==> src/hw/rtl/mros_pkg.sv <==
`timescale 1ns / 1ps
// ----------------------------------------------------------------------------
// mros_pkg
// shared types and constants of the mean reversion order signal block
// ----------------------------------------------------------------------------
package mros_pkg;

  // configuration port
  localparam int unsigned CFG_IDX_W  = 1;
  localparam int unsigned CFG_DATA_W = 16;

  typedef enum logic [CFG_IDX_W-1:0] {
    CFG_ENTRY_THRESHOLD = 1'b0,
    CFG_LOT_SIZE        = 1'b1
  } cfg_idx_e;

  localparam logic [CFG_DATA_W-1:0] ENTRY_THRESHOLD_RST = 16'd3;
  localparam logic [CFG_DATA_W-1:0] LOT_SIZE_RST        = 16'd10;

  // order side codes
  localparam logic SIDE_BUY  = 1'b0;
  localparam logic SIDE_SELL = 1'b1;

  // position held by the strategy
  typedef enum logic [1:0] {
    POS_FLAT  = 2'd0,
    POS_LONG  = 2'd1,
    POS_SHORT = 2'd2
  } pos_e;

  // market tick
  typedef struct packed {
    logic [31:0] bid_price;
    logic [31:0] ask_price;
    logic [63:0] tick_time;
  } mros_in_t;

  // market order
  typedef struct packed {
    logic        order_side;
    logic [15:0] order_qty;
    logic [63:0] order_time;
  } mros_out_t;

  // price against rolling mean comparisons for one tick
  typedef struct packed {
    logic full;        // window holds a full set of mids
    logic buy_open;    // ask below mean minus threshold
    logic sell_open;   // bid above mean plus threshold
    logic sell_close;  // bid at or above mean
    logic buy_close;   // ask at or below mean
  } mros_flags_t;

endpackage

==> src/hw/rtl/mros_window.sv <==
`timescale 1ns / 1ps
// ----------------------------------------------------------------------------
// mros_window
// circular window of mid prices with running sum and full flag
// ----------------------------------------------------------------------------
module mros_window #(
  parameter int unsigned WINDOW_LEN = 20
) (
  input  logic                                 clk_i,
  input  logic                                 rst_ni,
  input  logic                                 push_i,
  input  logic [31:0]                          mid_i,
  output logic [32+$clog2(WINDOW_LEN)-1:0]     sum_o,
  output logic                                 full_o
);

  localparam int unsigned SUM_W  = 32 + $clog2(WINDOW_LEN);
  localparam int unsigned SLOT_W = $clog2(WINDOW_LEN);
  localparam logic [SLOT_W-1:0] LAST_SLOT = SLOT_W'(WINDOW_LEN - 1);

  logic [31:0]       mid_mem [WINDOW_LEN];
  logic [31:0]       old_q;
  logic [SLOT_W-1:0] slot_q, slot_d;
  logic [SUM_W-1:0]  sum_q, sum_d;
  logic              full_q, full_d;
  logic [SUM_W-1:0]  drop;

  always_comb begin
    slot_d = slot_q;
    if (push_i) begin
      slot_d = (slot_q == LAST_SLOT) ? '0 : slot_q + SLOT_W'(1);
    end
  end

  // entry at slot_q is the oldest mid once the window is full
  assign drop   = full_q ? SUM_W'(old_q) : '0;
  assign sum_d  = push_i ? (sum_q - drop + SUM_W'(mid_i)) : sum_q;
  assign full_d = full_q | (push_i & (slot_q == LAST_SLOT));

  always_ff @(posedge clk_i or negedge rst_ni) begin
    if (!rst_ni) begin
      slot_q <= '0;
      sum_q  <= '0;
      full_q <= 1'b0;
    end else begin
      slot_q <= slot_d;
      sum_q  <= sum_d;
      full_q <= full_d;
    end
  end

  // read ahead at the next slot, never the one written this cycle
  always_ff @(posedge clk_i) begin
    if (push_i) begin
      mid_mem[slot_q] <= mid_i;
    end
    old_q <= mid_mem[slot_d];
  end

  assign sum_o  = sum_d;
  assign full_o = full_d;

endmodule

==> src/hw/rtl/mros_position.sv <==
`timescale 1ns / 1ps
// ----------------------------------------------------------------------------
// mros_position
// position state machine choosing the order for one tick
// ----------------------------------------------------------------------------
module mros_position (
  input  logic                 clk_i,
  input  logic                 rst_ni,
  input  logic                 advance_i,
  input  mros_pkg::mros_flags_t flags_i,
  output logic                 emit_o,
  output logic                 side_o
);

  import mros_pkg::*;

  pos_e pos_q, pos_d;

  // order decision
  always_comb begin
    emit_o = 1'b0;
    side_o = SIDE_BUY;
    unique case (pos_q)
      POS_LONG: begin
        emit_o = flags_i.full & flags_i.sell_close;
        side_o = SIDE_SELL;
      end
      POS_SHORT: begin
        emit_o = flags_i.full & flags_i.buy_close;
        side_o = SIDE_BUY;
      end
      default: begin
        if (flags_i.buy_open) begin
          emit_o = flags_i.full;
          side_o = SIDE_BUY;
        end else if (flags_i.sell_open) begin
          emit_o = flags_i.full;
          side_o = SIDE_SELL;
        end
      end
    endcase
  end

  // next position
  always_comb begin
    pos_d = pos_q;
    if (advance_i && emit_o) begin
      unique case (pos_q)
        POS_LONG:  pos_d = POS_FLAT;
        POS_SHORT: pos_d = POS_FLAT;
        default:   pos_d = (side_o == SIDE_BUY) ? POS_LONG : POS_SHORT;
      endcase
    end
  end

  always_ff @(posedge clk_i or negedge rst_ni) begin
    if (!rst_ni) begin
      pos_q <= POS_FLAT;
    end else begin
      pos_q <= pos_d;
    end
  end

endmodule

==> src/hw/rtl/mean_reversion_order_signal_top.sv <==
`timescale 1ns / 1ps
// ----------------------------------------------------------------------------
// mean_reversion_order_signal_top
// rolling mean reversion strategy turning market ticks into market orders
// ----------------------------------------------------------------------------
// One tick is taken per clock cycle at full rate unless stalled; ticks move
// through the pipeline stages and an order (if any) is registered for output.
// The rate is set by the running-sum update of the mid-price window and by
// the position register, each closing a feedback loop. Ticks produce no order
// until the window holds WINDOW_LEN mids; the filling tick is already evaluated.
// The rolling mean is never divided out: each comparison against
// floor(sum / WINDOW_LEN) is rewritten as an exact compare of the sum against
// a price times the constant WINDOW_LEN. The input side keeps taking ticks
// while an order waits on a stalled output as long as the pipeline has room.
// Configuration must be written only while idle; the block does not check it.
// ----------------------------------------------------------------------------
module mean_reversion_order_signal_top #(
  parameter int unsigned WINDOW_LEN = 20
) (
  input  logic                                 clk_i,
  input  logic                                 rst_ni,
  // tick channel
  input  logic                                 in_valid_i,
  output logic                                 in_stall_o,
  input  mros_pkg::mros_in_t                   in_data_i,
  // order channel
  output logic                                 out_valid_o,
  input  logic                                 out_stall_i,
  output mros_pkg::mros_out_t                  out_data_o,
  // configuration writes
  input  logic                                 cfg_we_i,
  input  logic [mros_pkg::CFG_IDX_W-1:0]       cfg_idx_i,
  input  logic [mros_pkg::CFG_DATA_W-1:0]      cfg_wdata_i
);

  import mros_pkg::*;

  localparam int unsigned SUM_W  = 32 + $clog2(WINDOW_LEN);
  localparam int unsigned PROD_W = 33 + $clog2(WINDOW_LEN + 1);
  localparam logic [PROD_W-1:0] WIN_K = PROD_W'(WINDOW_LEN);

  // configuration registers
  logic [15:0] thr_q, lot_q;

  always_ff @(posedge clk_i or negedge rst_ni) begin
    if (!rst_ni) begin
      thr_q <= ENTRY_THRESHOLD_RST;
      lot_q <= LOT_SIZE_RST;
    end else if (cfg_we_i) begin
      unique case (cfg_idx_e'(cfg_idx_i))
        CFG_ENTRY_THRESHOLD: thr_q <= cfg_wdata_i;
        CFG_LOT_SIZE:        lot_q <= cfg_wdata_i;
        default: ;
      endcase
    end
  end

  // pipeline control: each stage moves when the next one has room
  logic s1_v_q, s2_v_q, s3_v_q, out_valid_q;
  logic out_ready, ready1, ready2, ready3;
  logic load1, move12, move23, fire3;
  logic dec_emit, dec_side;

  assign out_ready = !out_valid_q || !out_stall_i;
  // a tick that gives no order never waits on the output register
  assign ready3    = !s3_v_q || !dec_emit || out_ready;
  assign ready2    = !s2_v_q || ready3;
  assign ready1    = !s1_v_q || ready2;

  assign in_stall_o = !ready1;
  assign load1      = in_valid_i && ready1;
  assign move12     = s1_v_q && ready2;
  assign move23     = s2_v_q && ready3;
  assign fire3      = s3_v_q && ready3;

  always_ff @(posedge clk_i or negedge rst_ni) begin
    if (!rst_ni) begin
      s1_v_q      <= 1'b0;
      s2_v_q      <= 1'b0;
      s3_v_q      <= 1'b0;
      out_valid_q <= 1'b0;
    end else begin
      if (load1)       s1_v_q <= 1'b1;
      else if (move12) s1_v_q <= 1'b0;
      if (move12)      s2_v_q <= 1'b1;
      else if (move23) s2_v_q <= 1'b0;
      if (move23)      s3_v_q <= 1'b1;
      else if (fire3)  s3_v_q <= 1'b0;
      if (fire3 && dec_emit) out_valid_q <= 1'b1;
      else if (!out_stall_i) out_valid_q <= 1'b0;
    end
  end

  // stage 1: registered tick with its mid price
  logic [31:0] s1_bid_q, s1_ask_q, s1_mid_q;
  logic [63:0] s1_time_q;
  logic [32:0] mid_sum;

  assign mid_sum = 33'(in_data_i.bid_price) + 33'(in_data_i.ask_price);

  always_ff @(posedge clk_i) begin
    if (load1) begin
      s1_bid_q  <= in_data_i.bid_price;
      s1_ask_q  <= in_data_i.ask_price;
      s1_time_q <= in_data_i.tick_time;
      s1_mid_q  <= mid_sum[32:1];
    end
  end

  // window update happens as the tick leaves stage 1
  logic [SUM_W-1:0] win_sum;
  logic             win_full;

  mros_window #(
    .WINDOW_LEN(WINDOW_LEN)
  ) u_window (
    .clk_i  (clk_i),
    .rst_ni (rst_ni),
    .push_i (move12),
    .mid_i  (s1_mid_q),
    .sum_o  (win_sum),
    .full_o (win_full)
  );

  // stage 2: tick with the window sum that includes it
  logic [31:0]      s2_bid_q, s2_ask_q;
  logic [63:0]      s2_time_q;
  logic [SUM_W-1:0] s2_sum_q;
  logic             s2_full_q;

  always_ff @(posedge clk_i) begin
    if (move12) begin
      s2_bid_q  <= s1_bid_q;
      s2_ask_q  <= s1_ask_q;
      s2_time_q <= s1_time_q;
      s2_sum_q  <= win_sum;
      s2_full_q <= win_full;
    end
  end

  // limits scaled by the window length, mean = floor(sum / WINDOW_LEN):
  //   ask < mean - thr  <=>  (ask + thr + 1) * len <= sum
  //   bid > mean + thr  <=>  bid > thr and sum < (bid - thr) * len
  //   bid >= mean       <=>  sum < (bid + 1) * len
  //   ask <= mean       <=>  ask * len <= sum
  logic [32:0]       ask_thr1, bid_inc;
  logic [31:0]       bid_less_thr;
  logic              bid_gt_thr;
  logic [PROD_W-1:0] lim_bo, lim_so, lim_sc, lim_bc;

  assign ask_thr1     = 33'(s2_ask_q) + 33'(thr_q) + 33'd1;
  assign bid_inc      = 33'(s2_bid_q) + 33'd1;
  assign bid_gt_thr   = s2_bid_q > 32'(thr_q);
  assign bid_less_thr = s2_bid_q - 32'(thr_q);
  assign lim_bo       = PROD_W'(ask_thr1) * WIN_K;
  assign lim_so       = PROD_W'(bid_less_thr) * WIN_K;
  assign lim_sc       = PROD_W'(bid_inc) * WIN_K;
  assign lim_bc       = PROD_W'(s2_ask_q) * WIN_K;

  // stage 3: scaled limits
  logic [PROD_W-1:0] s3_bo_q, s3_so_q, s3_sc_q, s3_bc_q;
  logic [SUM_W-1:0]  s3_sum_q;
  logic [63:0]       s3_time_q;
  logic              s3_full_q, s3_gt_q;

  always_ff @(posedge clk_i) begin
    if (move23) begin
      s3_bo_q   <= lim_bo;
      s3_so_q   <= lim_so;
      s3_sc_q   <= lim_sc;
      s3_bc_q   <= lim_bc;
      s3_sum_q  <= s2_sum_q;
      s3_time_q <= s2_time_q;
      s3_full_q <= s2_full_q;
      s3_gt_q   <= bid_gt_thr;
    end
  end

  mros_flags_t       s3_flags;
  logic [PROD_W-1:0] s3_sum_ext;

  assign s3_sum_ext          = PROD_W'(s3_sum_q);
  assign s3_flags.full       = s3_full_q;
  assign s3_flags.buy_open   = s3_bo_q <= s3_sum_ext;
  assign s3_flags.sell_open  = s3_gt_q && (s3_sum_ext < s3_so_q);
  assign s3_flags.sell_close = s3_sum_ext < s3_sc_q;
  assign s3_flags.buy_close  = s3_bc_q <= s3_sum_ext;

  mros_position u_position (
    .clk_i     (clk_i),
    .rst_ni    (rst_ni),
    .advance_i (fire3),
    .flags_i   (s3_flags),
    .emit_o    (dec_emit),
    .side_o    (dec_side)
  );

  // order register
  mros_out_t out_data_q;

  always_ff @(posedge clk_i) begin
    if (fire3 && dec_emit) begin
      out_data_q.order_side <= dec_side;
      out_data_q.order_qty  <= lot_q;
      out_data_q.order_time <= s3_time_q;
    end
  end

  assign out_valid_o = out_valid_q;
  assign out_data_o  = out_data_q;

  // an empty input stage always takes a tick
  a_empty_takes : assert property (@(posedge clk_i) disable iff (!rst_ni)
    !s1_v_q |-> !in_stall_o)
    else $error("input stalled with an empty first stage");

  // a decision stage blocked by the output keeps its tick
  a_stage3_holds : assert property (@(posedge clk_i) disable iff (!rst_ni)
    (s3_v_q && !ready3) |=> (s3_v_q && $stable(s3_time_q)))
    else $error("blocked tick lost from decision stage");

  // orders only come from a full window
  a_order_full : assert property (@(posedge clk_i) disable iff (!rst_ni)
    (fire3 && dec_emit) |-> s3_flags.full)
    else $error("order issued before window filled");

endmodule
==> config.mk <==
export PLATFORM = sky130hd
export DESIGN_NAME = mean_reversion_order_signal_top
export DESIGN_NICKNAME = d
export VERILOG_FILES = /design/src/hw/rtl/mros_pkg.sv /design/src/hw/rtl/mros_window.sv /design/src/hw/rtl/mros_position.sv /design/src/hw/rtl/mean_reversion_order_signal_top.sv
export SDC_FILE = /design/constraint.sdc
export NUM_CORES = 2
export LEC_CHECK = 0
export BUFFER_PORTS_ARGS = -buffer_cell sky130_fd_sc_hd__buf_2
export CORE_MARGIN = 3
export CORE_UTILIZATION = 35
export CTS_CLUSTER_SIZE = 14
export DETAILED_ROUTE_END_ITERATION = 7
export GPL_TIMING_DRIVEN = 0
export PLACE_DENSITY = 0.6
export SYNTH_ARGS = -nofsm -noshare
export SYNTH_HDL_FRONTEND = slang
export SYNTH_SLANG_ARGS = --single-unit
==> constraint.sdc <==
create_clock -name clk_i -period 17.9 [get_ports clk_i]
set_clock_uncertainty 0.2 [all_clocks]
set_input_delay 2.685 -clock clk_i [delete_from_list [all_inputs] [get_ports clk_i]]
set_output_delay 2.685 -clock clk_i [all_outputs]
set_load 0.01 [all_outputs]
==> results.cfg <==
[run_status]
outcome = finished, final reports clean

[detailed_routing]
route.detailed.drc = 0
viasPerCell = 4.98
first_pass_iters = 5
vias = 38727
drt-initial-drc-count = 2389
postRouteAntennaNets = 0
totalWireLength_mm = 157
wl_per_cell_um = 20.2

[power_and_ir_drop]
seqPwrFrac_pct = 36.8
p_clk_share_pct = 24.5
power.density_nw_per_um2 = 166
ir_drop_v = 0.000105
swShare_pct = 36.2
comb_power_share_pct = 38.7
p_sw_uw = 4530
intPower_uw = 8000
p_leak_uw = 0.0291

[final_layout]
fin_nets = 5854
fin_util_pct = 41.1
drive_gt1_share_pct = 13.8
ff_latch_area_um2 = 41500
fin_area_um2 = 75700
n_fill_cell = 16834
multi_input_area_um2 = 22100
area_delta_synth_final_pct = 16.1

[cts]
h-tree-depth = 4
post-cts-setup-buffers = 0
clkSlewWorstSetupHoldPaths_ps = 60
cts_buffer_depth = 3
postCtsHoldBufs = 0
cts_buffers = 152
cts_root_buf = clkbuf_16
cts_sinks = 1405
cts_tree = yes
post_cts_resized = 0
clk_latency_ps = 790

[grt]
grt_max_degree = 68
grt_pass1_wl_mm = 236
grt_use_total_pct = 16.2
antenna_found_initial = 22
overflow = 0
first_global_vias = 40148

[min_path]
hp-class = reg -> reg
hold_path_startpoint = s2_time_q[47]

[synthesis]
synth.net_count = 5411
synth.most_common_cell = edfxtp_1
post_synth_num_cell_types = 79
synth.area.top_cells = edfxtp_1, ha_1, dfrtp_1
ys_warn_count = 0
ys_ff_latch = 1405
post_synth.cell_area_avg_um2 = 13.8
synth_edf_count = 1292
netlist_instances = 4733
yosysTopAreaCell = edfxtp_1
async_reset_ff_share_pct = 5.77
ys_top_cells_by_count = edfxtp_1, ha_1, nand2_1
yosysSeqAreaShare_pct = 63.6
synth_area_um2 = 65200
synth.top_cell.area_share_pct = 59.5
ys.flop_type = edfxtp_1

[critical_path]
crit_fanout = 10
crit_type = reg -> reg
cp.required_ps = 18190
critPathArrivalTime_ps = 8140
end_kind = flop
critPathLaunchType = flop
rr_startpoint = s2_ask_q[2]
cp-startpoint = s2_ask_q[2]
rrSetupSlack_ps = 10040

[sta]
slew_viol_final = 0
setup_viol = 0
slew_headroom_pct = 12.0
period_share_pct = 43.9
fmax_mhz = 127
worstMarginPinSlew_ps = 1310
rsz0062_at_grt = no
period_needed_ps = 7860
setup_tns_ps = 0
hold_violations = 0

[floorplan]
die_h_um = 438
start_util_pct = 35.4
die_width_um = 438
dieArea_um2 = 192000
ioPinCount = 233
core_area_um2 = 184000
fp-row-count = 157

[job]
maxCapViolCount = 0

[placed_design]
port_buffers = 232
place_area_um2 = 70700
gp_congestion = 0.881
dp.final_hpwl_mm = 117
## cell usage in the layout (no fill, tap or decap), types with 33 or more instances in the layout
master | netlist | final
a21o_1 | 77 | 77
a21oi_1 | 276 | 276
a311oi_1 | 34 | 34
and2_1 | 41 | 40
buf_2 | 20 | 251
clkbuf_1 | 69 | 104
clkbuf_16 | 0 | 153
dfrtp_1 | 77 | 77
edfxtp_1 | 1292 | 1292
fa_1 | 39 | 39
ha_1 | 489 | 489
inv_1 | 351 | 351
mux2_2 | 97 | 97
mux2i_1 | 67 | 67
mux4_2 | 34 | 34
nand2_1 | 424 | 424
nand2b_1 | 37 | 37
nand3_1 | 68 | 68
nor2_1 | 175 | 163
nor2b_1 | 40 | 39
nor3_1 | 45 | 37
nor4_1 | 40 | 40
o21a_1 | 34 | 34
o21ai_0 | 162 | 162
o21ai_1 | 57 | 57
o21bai_1 | 33 | 33
o22ai_1 | 68 | 68
xnor2_1 | 170 | 170
xor2_1 | 77 | 77
## state kept, by name, indices dropped and copies added (netlist names), 5 cells and up
| signal | flops |
|---|---|
| thr_q | 16 |
| u_window.mid_mem | 640 |
| s3_time_q | 64 |
| u_window.sum_q | 37 |
| s3_bo_q | 36 |
| u_window.slot_q | 5 |
| u_window.old_q | 32 |
| s3_sc_q | 36 |
| s1_ask_q | 32 |
| s1_mid_q | 32 |
| s2_sum_q | 37 |
| lot_q | 16 |
| s1_time_q | 64 |
| s2_bid_q | 32 |
| s2_ask_q | 32 |
| s1_bid_q | 32 |
| s3_bc_q | 35 |
| s3_so_q | 35 |
| s3_sum_q | 37 |
| s2_time_q | 64 |
| out_data_o | 81 |
## power groups by stage
| stage | combinational [uW] | sequential, uW | clock (uW) |
|---|---|---|---|
| 2_1_floorplan | 3440 | 4610 | 0 |
| 3_3_place_gp | 4670 | 4750 | 0 |
| 3_5_place_dp | 4830 | 4680 | 0 |
| 4_1_cts | 4870 | 4620 | 3150 |
| 5_1_grt | 5430 | 4670 | 3280 |
| 6_report | 4850 | 4620 | 3070 |
## final cells by class
class                   instances  share of cell area (%)
multi-input cells            2868                    29.2
flip-flops and latches       1405                    54.8
well taps                    2464                    4.07
diodes                         11                  0.0364
repair buffers                289                    2.89
inverters                     354                    1.76
clock buffers                 201                    5.45
plain buffers                 106                   0.638
clock inverters                79                    1.18
## worst max-delay path, cell delays in order (launching register included)
cell and delay (ps):
edfxtp_1 520, ha_1 370, nor2b_1 140, o21ai_0 200, a21boi_0 150, o21ai_0 240, a21boi_0 150, o21ai_0 270
a21boi_0 170, o21ai_0 220, a21boi_0 220, a211o_1 340, a21oi_1 800, xnor2_1 240, ha_1 350, ha_1 340
a21oi_1 240, o21a_1 160, o21ai_0 80, a21oi_1 230, nor3b_1 400, and3_1 230, or3_1 120, nand3_1 100
o21ai_0 510, o21ai_0 190, a211oi_1 300, nor2_1 90
## layer usage
metal | wire length [um] | global-route usage, % | up-vias
met4 | 6510 | 6.65 | 0
met2 | 79900 | 29.0 | 876
li1 | - | - | 18556
met1 | 63900 | 19.4 | 18985
met3 | 6620 | 2.52 | 310
met5 | 0 | 0 | -
## metrics by stage
stage | total power, uW | std cells | worst slack, ps | hold slack (ps)
after floorplan | 8050 | 4733 | 6150 | 200
after global placement | 9430 | 7429 | 173 | 200
after detailed placement | 9510 | 7486 | 10040 | 205
after CTS | 12600 | 7766 | 9990 | 201
after global routing | 13400 | 7773 | 9220 | 220
final | 12500 | 7777 | 10040 | 202
## path summary, 6_finish.rpt
| check | depth (start not counted) | to |
|---|---|---|
| max | 27 | s3_bo_q[33] |
| min | 0 | s3_time_q[47] |
| max reg2reg | 27 | s3_bo_q[33] |
| min reg2reg | 0 | s3_time_q[47] |
| max in group asynchronous | 2 | u_window.sum_q[36] |
| min in group asynchronous | 1 | lot_q[5] |
## cell families after synthesis
kind of cell | share of synthesized area (%)
flip-flops | 63.6
AND/OR/NAND/NOR | 7.09
AO/OA/AOI/OAI | 8.38
adder cells (fa/ha/maj) | 10.6
buffers and inverters | 2.77
XOR/XNOR | 3.32
multiplexers | 4.28
Power figures use the tool's default switching activity.
